===== src/hdl/rmf_pkg.sv =====
// ----------------------------------------------------------------------------
// rmf_pkg: shared types and constants of the running median filter
// Window depth, derived widths, controller states and the command/status
// structs between the controller and the datapath.
// ----------------------------------------------------------------------------
package rmf_pkg;

   localparam int WINDOW_MAX = 16;
   localparam int SAMPLE_W   = 16;
   localparam int CSR_W      = 5;
   localparam int OUT_CNT_W  = 5;
   localparam int SLOT_W     = (WINDOW_MAX > 1) ? $clog2(WINDOW_MAX) : 1;
   localparam int COUNT_W    = $clog2(WINDOW_MAX + 1);

   typedef enum logic [4:0] {
      ST_IDLE    = 5'b00001,
      ST_REMOVE  = 5'b00010,
      ST_INSERT  = 5'b00100,
      ST_PICK_LO = 5'b01000,
      ST_PICK_HI = 5'b10000
   } state_type;

   typedef struct packed {
      logic load;      // capture an input beat
      logic remove;    // drop the oldest sample from the sorted list
      logic insert;    // insert the new sample, write the ring
      logic pick_lo;   // register the lower middle value
      logic pick_hi;   // form the median into the output register
   } cmd_type;

   typedef struct packed {
      logic full;      // fill count has reached the window length
   } status_type;

endpackage


===== src/hdl/running_median_filter.sv =====
// ----------------------------------------------------------------------------
// running_median_filter: sliding-window median of signed 16-bit samples
// Median over the last window_length samples (fewer until the window fills),
// the two middle values floor-averaged for an even count.
// ----------------------------------------------------------------------------
//  channel   ports                                     direction
//  req       req_valid/ready, req_sample, req_restart  in
//  rsp       rsp_valid/ready, rsp_median,              out
//            rsp_window_count
//  csr       csr_we, csr_wdata (window_length)         in
//
//  An item steps through accept, remove oldest, insert and two median picks,
//  as the sequencer edits the sorted register list one step at a time.
//  The next beat is accepted once the median is in the output register.
//  A result waiting on rsp_ready holds only the last pick step.
//  Synchronous active-high reset; window_length resets to 16, window empty.
// ----------------------------------------------------------------------------
module running_median_filter (
   input  logic                                 clock,
   input  logic                                 reset,
   input  logic                                 req_valid,
   output logic                                 req_ready,
   input  logic signed [rmf_pkg::SAMPLE_W-1:0]  req_sample,
   input  logic                                 req_restart,
   output logic                                 rsp_valid,
   input  logic                                 rsp_ready,
   output logic signed [rmf_pkg::SAMPLE_W-1:0]  rsp_median,
   output logic        [rmf_pkg::OUT_CNT_W-1:0] rsp_window_count,
   input  logic                                 csr_we,
   input  logic        [rmf_pkg::CSR_W-1:0]     csr_wdata
);

   rmf_pkg::cmd_type    cmd;
   rmf_pkg::status_type status;

   rmf_ctrl u_ctrl (
      .clock     (clock),
      .reset     (reset),
      .req_valid (req_valid),
      .req_ready (req_ready),
      .rsp_valid (rsp_valid),
      .rsp_ready (rsp_ready),
      .status    (status),
      .cmd       (cmd)
   );

   rmf_datapath u_datapath (
      .clock            (clock),
      .reset            (reset),
      .cmd              (cmd),
      .status           (status),
      .req_sample       (req_sample),
      .req_restart      (req_restart),
      .csr_we           (csr_we),
      .csr_wdata        (csr_wdata),
      .rsp_median       (rsp_median),
      .rsp_window_count (rsp_window_count)
   );

endmodule


===== src/hdl/rmf_ctrl.sv =====
// ----------------------------------------------------------------------------
// rmf_ctrl: sequencer of the running median filter
// Steps each beat through remove, insert and the two median picks, and owns
// the result valid flag.
// ----------------------------------------------------------------------------
module rmf_ctrl (
   input  logic                clock,
   input  logic                reset,
   input  logic                req_valid,
   output logic                req_ready,
   output logic                rsp_valid,
   input  logic                rsp_ready,
   input  rmf_pkg::status_type status,
   output rmf_pkg::cmd_type    cmd
);

   rmf_pkg::state_type state_ff, state_in;
   logic               rsp_valid_ff, rsp_valid_in;
   logic               out_free;

   assign req_ready = (state_ff == rmf_pkg::ST_IDLE);
   assign rsp_valid = rsp_valid_ff;
   assign out_free  = !rsp_valid_ff || rsp_ready;

   always_comb begin
      state_in    = state_ff;
      cmd         = '0;
      case (state_ff)
         rmf_pkg::ST_IDLE: begin
            if (req_valid) begin
               cmd.load = 1'b1;
               state_in = rmf_pkg::ST_REMOVE;
            end
         end
         rmf_pkg::ST_REMOVE: begin
            cmd.remove = status.full;
            state_in   = rmf_pkg::ST_INSERT;
         end
         rmf_pkg::ST_INSERT: begin
            cmd.insert = 1'b1;
            state_in   = rmf_pkg::ST_PICK_LO;
         end
         rmf_pkg::ST_PICK_LO: begin
            cmd.pick_lo = 1'b1;
            state_in    = rmf_pkg::ST_PICK_HI;
         end
         rmf_pkg::ST_PICK_HI: begin
            // hold here while the previous result is still unclaimed
            if (out_free) begin
               cmd.pick_hi = 1'b1;
               state_in    = rmf_pkg::ST_IDLE;
            end
         end
         default: begin
            state_in = rmf_pkg::ST_IDLE;
         end
      endcase
   end

   always_comb begin
      rsp_valid_in = rsp_valid_ff;
      if (cmd.pick_hi) begin
         rsp_valid_in = 1'b1;
      end else if (rsp_ready) begin
         rsp_valid_in = 1'b0;
      end
   end

   always_ff @(posedge clock) begin
      if (reset) begin
         state_ff     <= rmf_pkg::ST_IDLE;
         rsp_valid_ff <= 1'b0;
      end else begin
         state_ff     <= state_in;
         rsp_valid_ff <= rsp_valid_in;
      end
   end

endmodule


===== src/hdl/rmf_datapath.sv =====
// ----------------------------------------------------------------------------
// rmf_datapath: sample ring, sorted window and median arithmetic
// Keeps the window both in arrival order (ring) and sorted; the sorted list
// is updated by a parallel compare-and-shift per step.
// ----------------------------------------------------------------------------
module rmf_datapath (
   input  logic                                    clock,
   input  logic                                    reset,
   input  rmf_pkg::cmd_type                        cmd,
   output rmf_pkg::status_type                     status,
   input  logic signed [rmf_pkg::SAMPLE_W-1:0]     req_sample,
   input  logic                                    req_restart,
   input  logic                                    csr_we,
   input  logic        [rmf_pkg::CSR_W-1:0]        csr_wdata,
   output logic signed [rmf_pkg::SAMPLE_W-1:0]     rsp_median,
   output logic        [rmf_pkg::OUT_CNT_W-1:0]    rsp_window_count
);

   logic        [rmf_pkg::COUNT_W-1:0]  window_ff, window_in;
   logic        [rmf_pkg::COUNT_W-1:0]  fill_ff, fill_in;
   logic        [rmf_pkg::SLOT_W-1:0]   slot_ff, slot_in;
   logic signed [rmf_pkg::SAMPLE_W-1:0] sample_ff;
   logic signed [rmf_pkg::SAMPLE_W-1:0] lo_ff;
   logic signed [rmf_pkg::SAMPLE_W-1:0] median_ff;
   logic        [rmf_pkg::COUNT_W-1:0]  count_ff;
   logic signed [rmf_pkg::SAMPLE_W-1:0] ring_ff   [rmf_pkg::WINDOW_MAX];
   logic signed [rmf_pkg::SAMPLE_W-1:0] sorted_ff [rmf_pkg::WINDOW_MAX];
   logic signed [rmf_pkg::SAMPLE_W-1:0] sorted_in [rmf_pkg::WINDOW_MAX];
   logic        [rmf_pkg::WINDOW_MAX-1:0] keep_low;
   logic        [rmf_pkg::WINDOW_MAX-1:0] above;
   logic signed [rmf_pkg::SAMPLE_W-1:0] oldest_ff;
   logic signed [rmf_pkg::SAMPLE_W-1:0] hi_pick;
   logic signed [rmf_pkg::SAMPLE_W:0]   pair_sum;
   logic        [rmf_pkg::COUNT_W-1:0]  slot_next;
   logic        [rmf_pkg::COUNT_W-1:0]  csr_clamped;
   logic        [rmf_pkg::COUNT_W:0]    csr_wide;

   assign status.full = (fill_ff == window_ff);

   // zero acts as one, anything beyond the depth as the depth
   assign csr_wide = (rmf_pkg::COUNT_W + 1)'(csr_wdata);
   always_comb begin
      if (csr_wdata == '0) begin
         csr_clamped = rmf_pkg::COUNT_W'(1);
      end else if (csr_wide > (rmf_pkg::COUNT_W + 1)'(rmf_pkg::WINDOW_MAX)) begin
         csr_clamped = rmf_pkg::COUNT_W'(rmf_pkg::WINDOW_MAX);
      end else begin
         csr_clamped = csr_wide[rmf_pkg::COUNT_W-1:0];
      end
   end

   assign slot_next = rmf_pkg::COUNT_W'(slot_ff) + rmf_pkg::COUNT_W'(1);

   // Remove: the oldest value sits just after every entry below it, so all
   // entries not below it move down one place. Insert: entries above the new
   // value (or past the fill) move up; the first of them takes the new value.
   always_comb begin
      for (int k = 0; k < rmf_pkg::WINDOW_MAX; k++) begin
         keep_low[k] = sorted_ff[k] < oldest_ff;
         above[k]    = (rmf_pkg::COUNT_W'(k) >= fill_ff) || (sorted_ff[k] > sample_ff);
      end
      for (int k = 0; k < rmf_pkg::WINDOW_MAX; k++) begin
         sorted_in[k] = sorted_ff[k];
      end
      if (cmd.remove) begin
         for (int k = 0; k < rmf_pkg::WINDOW_MAX - 1; k++) begin
            if (!keep_low[k]) begin
               sorted_in[k] = sorted_ff[k+1];
            end
         end
      end else if (cmd.insert) begin
         if (above[0]) begin
            sorted_in[0] = sample_ff;
         end
         for (int k = 1; k < rmf_pkg::WINDOW_MAX; k++) begin
            if (above[k]) begin
               sorted_in[k] = above[k-1] ? sorted_ff[k-1] : sample_ff;
            end
         end
      end
   end

   // floor of the mean; for an odd count both picks are the same entry
   assign hi_pick  = sorted_ff[rmf_pkg::SLOT_W'(fill_ff >> 1)];
   assign pair_sum = (rmf_pkg::SAMPLE_W + 1)'(lo_ff) + (rmf_pkg::SAMPLE_W + 1)'(hi_pick);

   always_comb begin
      window_in = window_ff;
      fill_in   = fill_ff;
      slot_in   = slot_ff;
      if (csr_we) begin
         window_in = csr_clamped;
         fill_in   = '0;
         slot_in   = '0;
      end else if (cmd.load) begin
         if (req_restart) begin
            fill_in = '0;
            slot_in = '0;
         end
      end else if (cmd.remove) begin
         fill_in = fill_ff - rmf_pkg::COUNT_W'(1);
      end else if (cmd.insert) begin
         fill_in = fill_ff + rmf_pkg::COUNT_W'(1);
         slot_in = (slot_next >= window_ff) ? '0 : slot_next[rmf_pkg::SLOT_W-1:0];
      end
   end

   always_ff @(posedge clock) begin
      if (reset) begin
         window_ff <= rmf_pkg::COUNT_W'(rmf_pkg::WINDOW_MAX);
         fill_ff   <= '0;
         slot_ff   <= '0;
      end else begin
         window_ff <= window_in;
         fill_ff   <= fill_in;
         slot_ff   <= slot_in;
      end
   end

   always_ff @(posedge clock) begin
      if (cmd.load) begin
         sample_ff <= req_sample;
         // slot about to be overwritten; only used when the window is full
         oldest_ff <= ring_ff[slot_ff];
      end
      if (cmd.insert) begin
         ring_ff[slot_ff] <= sample_ff;
      end
      sorted_ff <= sorted_in;
      if (cmd.pick_lo) begin
         lo_ff <= sorted_ff[rmf_pkg::SLOT_W'((fill_ff - rmf_pkg::COUNT_W'(1)) >> 1)];
      end
      if (cmd.pick_hi) begin
         median_ff <= pair_sum[rmf_pkg::SAMPLE_W:1];
         count_ff  <= fill_ff;
      end
   end

   assign rsp_median       = median_ff;
   assign rsp_window_count = rmf_pkg::OUT_CNT_W'(count_ff);

endmodule


===== config.mk =====
export PLATFORM = sky130hd
export DESIGN_NAME = running_median_filter
export DESIGN_NICKNAME = d
export VERILOG_FILES = /design/src/hdl/rmf_pkg.sv /design/src/hdl/running_median_filter.sv /design/src/hdl/rmf_ctrl.sv /design/src/hdl/rmf_datapath.sv
export SDC_FILE = /design/constraint.sdc
export NUM_CORES = 2
export LEC_CHECK = 0
export CORE_AREA = 2 2 325 327
export CTS_CLUSTER_DIAMETER = 30
export CTS_CLUSTER_SIZE = 25
export DETAILED_ROUTE_END_ITERATION = 8
export DIE_AREA = 0 0 327 329
export DONT_BUFFER_PORTS = 1
export SETUP_SLACK_MARGIN = 0.2
export SLEW_MARGIN = 20
export SYNTH_ARGS = -nofsm -noshare
export SYNTH_HDL_FRONTEND = slang
export SYNTH_SLANG_ARGS = --single-unit

===== constraint.sdc =====
create_clock -name clock -period 4.25 [get_ports clock]
set_clock_uncertainty 0.2 [all_clocks]
set_input_delay 0.425 -clock clock [delete_from_list [all_inputs] [get_ports clock]]
set_output_delay 0.425 -clock clock [all_outputs]
set_load 0.02 [all_outputs]

==> reports/qor.yml <==
yosysTopAreaCell: "edfxtp_1"
drt-total-wl_mm: 153
final_util_pct: 47.5
crit_path_end_kind: "flop"
async_reset_ff_share_pct: 0
min_path_type: "input port to flop"
arrival_ps: 4270
fmax_mhz: 248
dieArea_um2: 108000
clock-sinks: 601
p_leak_nw: 18.1
clockRootBuffer: "clkbuf_16"
worst_pin_slew_ps: 983
synth_area_um2: 41300
synth-edff-count: 581
yosys_warnings: 0
synth_top_family_by_area: "multiplexers"
setup_violations: 0
grt_pass1_vias: 31900
fin_crit_sh_pct: 95.0
pin_count: 50
routedWlPerCell_um: 29.9
path_clk_slew_ps: 50
ys_types: 83
regArea_um2: 17900
critPathLaunchType: "flop"
drive_gt1_share_pct: 21.9
crit_type: "flop to flop"
yosys.area.top_type_share_pct: 42.3
core_area_um2: 104000
clkLatencyLatePin_ps: 740
initial_core_util_pct: 39.6
cts_made_buffers: 136
htreeDepth: 4
yosys.area_share.simple_pct: 9.15
drtIter0Drc: 4224
synth_fp_nets: 3873
num_vias: 32600
multiInputGateArea_um2: 22500
fp.dieH_um: 329
grt_usage_pct: 28.1
min_period_ps: 4040
max_slew_margin_pct: 34.4
syn_to_final_growth_pct: 20.1
drv_slew: 0
num-nets-final: 4159
tns_ps: 0
total_power_mw: 18.0
yosys_register_bits: 601
synth_compound_area_share_pct: 12.6
overflow: 0
hold_viol_final: 0
synth_fa_ha_area_share_pct: 15.5
ant_nets: 0
syn_inst: 3335
clockBufferDepth: 3
via_per_inst: 6.37
hpwl_mm: 113
synth_ff_type: "edfxtp_1"
drv_cap: 0
grt_pass1_wl_mm: 220
fillers: 9252
grt_max_degree: 54
synth_xor_area_share_pct: 0.424
drc: 0
peakVddDrop_mv: 0.408
critPathRequiredTime_ps: 4480
first_pass_iters: 6
syn_avg_cell_area_um2: 12.4
cts_tree: "yes"
portBuffers: 0
critPathMaxFanout: 15
fp.dieW_um: 327
p_per_area_nw_per_um2: 363
muxShareOfSynthArea_pct: 16.2
row_count: 119
rsz0062_at_grt: "true"
antenna_found_initial: 1
synthTopCellsByArea: "edfxtp_1, ha_1, mux4_2"
status: "completed"
seq_area_frac_synth_pct: 43.2
place_congestion: 1.01
-- through the flow --
step           hold slack (ps)  setup WS (ps)  cells  area, um2
3_5_place_dp               225            168   4844      44900
6_report                   119            212   5117      49600
5_1_grt                   91.8            160   5116      49600
2_1_floorplan              258            198   3335      41300
4_1_cts                   70.5            217   5115      49500
3_3_place_gp               218            140   4843      44900
-- placed cells by master (no fill, tap or decap), drive strengths merged, types with 120 or more instances in the layout --
| cell type | synthesis | routed |
|---|---|---|
| o21ai | 268 | 268 |
| nand2 | 238 | 238 |
| edfxtp | 581 | 581 |
| a21oi | 167 | 167 |
| ha | 510 | 510 |
| buf | 90 | 292 |
| mux4 | 235 | 235 |
| inv | 111 | 124 |
| mux2i | 120 | 120 |
| clkbuf | 83 | 168 |
-- cell usage after synthesis, types with 53 or more instances --
cell and count:
edfxtp_1 581, ha_1 510, nand2_1 237, mux4_2 235, o21ai_0 222, a21oi_1 166
mux2i_1 120, inv_1 111, nor2_1 98, clkbuf_1 83, a21o_1 82, nand4_1 82
and2_1 67, nand3_1 57, buf_2 53
-- sequential cells by signal (all words and copies together), names as in the netlist --
register and count:
u_datapath.fill_ff 5, u_datapath.rsp_median 16, u_datapath.oldest_ff 16, u_datapath.slot_ff 4
u_ctrl.state_ff 5, u_datapath.sorted_ff 256, u_datapath.window_ff 5, u_datapath.lo_ff 16
u_datapath.rsp_window_count 5, u_datapath.sample_ff 16, u_ctrl.rsp_valid 1, u_datapath.ring_ff 256
-- worst paths after layout --
| path | startpoint | endpoint | slack, ps | cells past startpoint |
|---|---|---|---|---|
| max | u_datapath.sample_ff[8]$_DFFE_PP_ | u_datapath.sorted_ff[96]$_DFFE_PP_ | 210 | 10 |
| min | req_sample[4] | u_datapath.sample_ff[4]$_DFFE_PP_ | 120 | 1 |
| max reg2reg | u_datapath.sample_ff[8]$_DFFE_PP_ | u_datapath.sorted_ff[96]$_DFFE_PP_ | 210 | 10 |
| min reg2reg | u_datapath.fill_ff[0]$_SDFFE_PP0P_ | u_datapath.rsp_window_count[0]$_DFFE_PP_ | 240 | 0 |
-- logic make-up (layout without fill, tap and decap cells) --
logic type	Yosys count	count (layout)
and+or+nand+nor	743	743
DFF	601	601
muxes	371	371
xor gates and xnor gates	20	20
adders and majority gates	511	511
AOI/OAI and AO/OA	805	805
other	0	1
buffers and inverters	284	674
-- worst max-delay path, cell delays in order, from the launching register on --
cell and delay (ps):
edfxtp_1 380, inv_1 500, buf_4 350, ha_1 150
nand4_1 280, a2111oi_0 770, nor4_1 140, o221ai_2 330
buf_4 290, mux2i_1 210, o22ai_1 130
-- cell type report --
type | instances | share of cell area [%]
tap | 1391 | 3.51
clock inverter | 74 | 1.56
multi-input combinational | 2450 | 45.3
sequential | 601 | 36.0
inverter | 111 | 0.840
antenna | 1 | 0.00505
clock buffer | 168 | 7.21
timing repair buffer | 321 | 5.55
-- per-layer routing --
metal	global-route usage, %	vias to the layer above	share of wire [%]
met3	6.03	426	11
li1	-	14000	-
met4	12.9	2	4.7
met1	37.4	16200	39
met2	44.1	1992	45
met5	0	-	0.012
-- report_power, final --
part | leakage (nW) | internal (mW) | switching [mW] | total [mW]
logic | 10.8 | 0.535 | 0.888 | 1.42
clock network | 2.10 | 6.52 | 3.48 | 10.0
registers | 5.14 | 6.54 | 0.0559 | 6.60
-- timing repair --
item                       in CTS  in global routing
hold buffers                   29                  0
hold endpoints to repair       36                  0
setup endpoints to repair       2                 46
resized for setup               1                 11
buffers inserted                0                  1
Note: power is estimated with default switching activity, not from simulation.
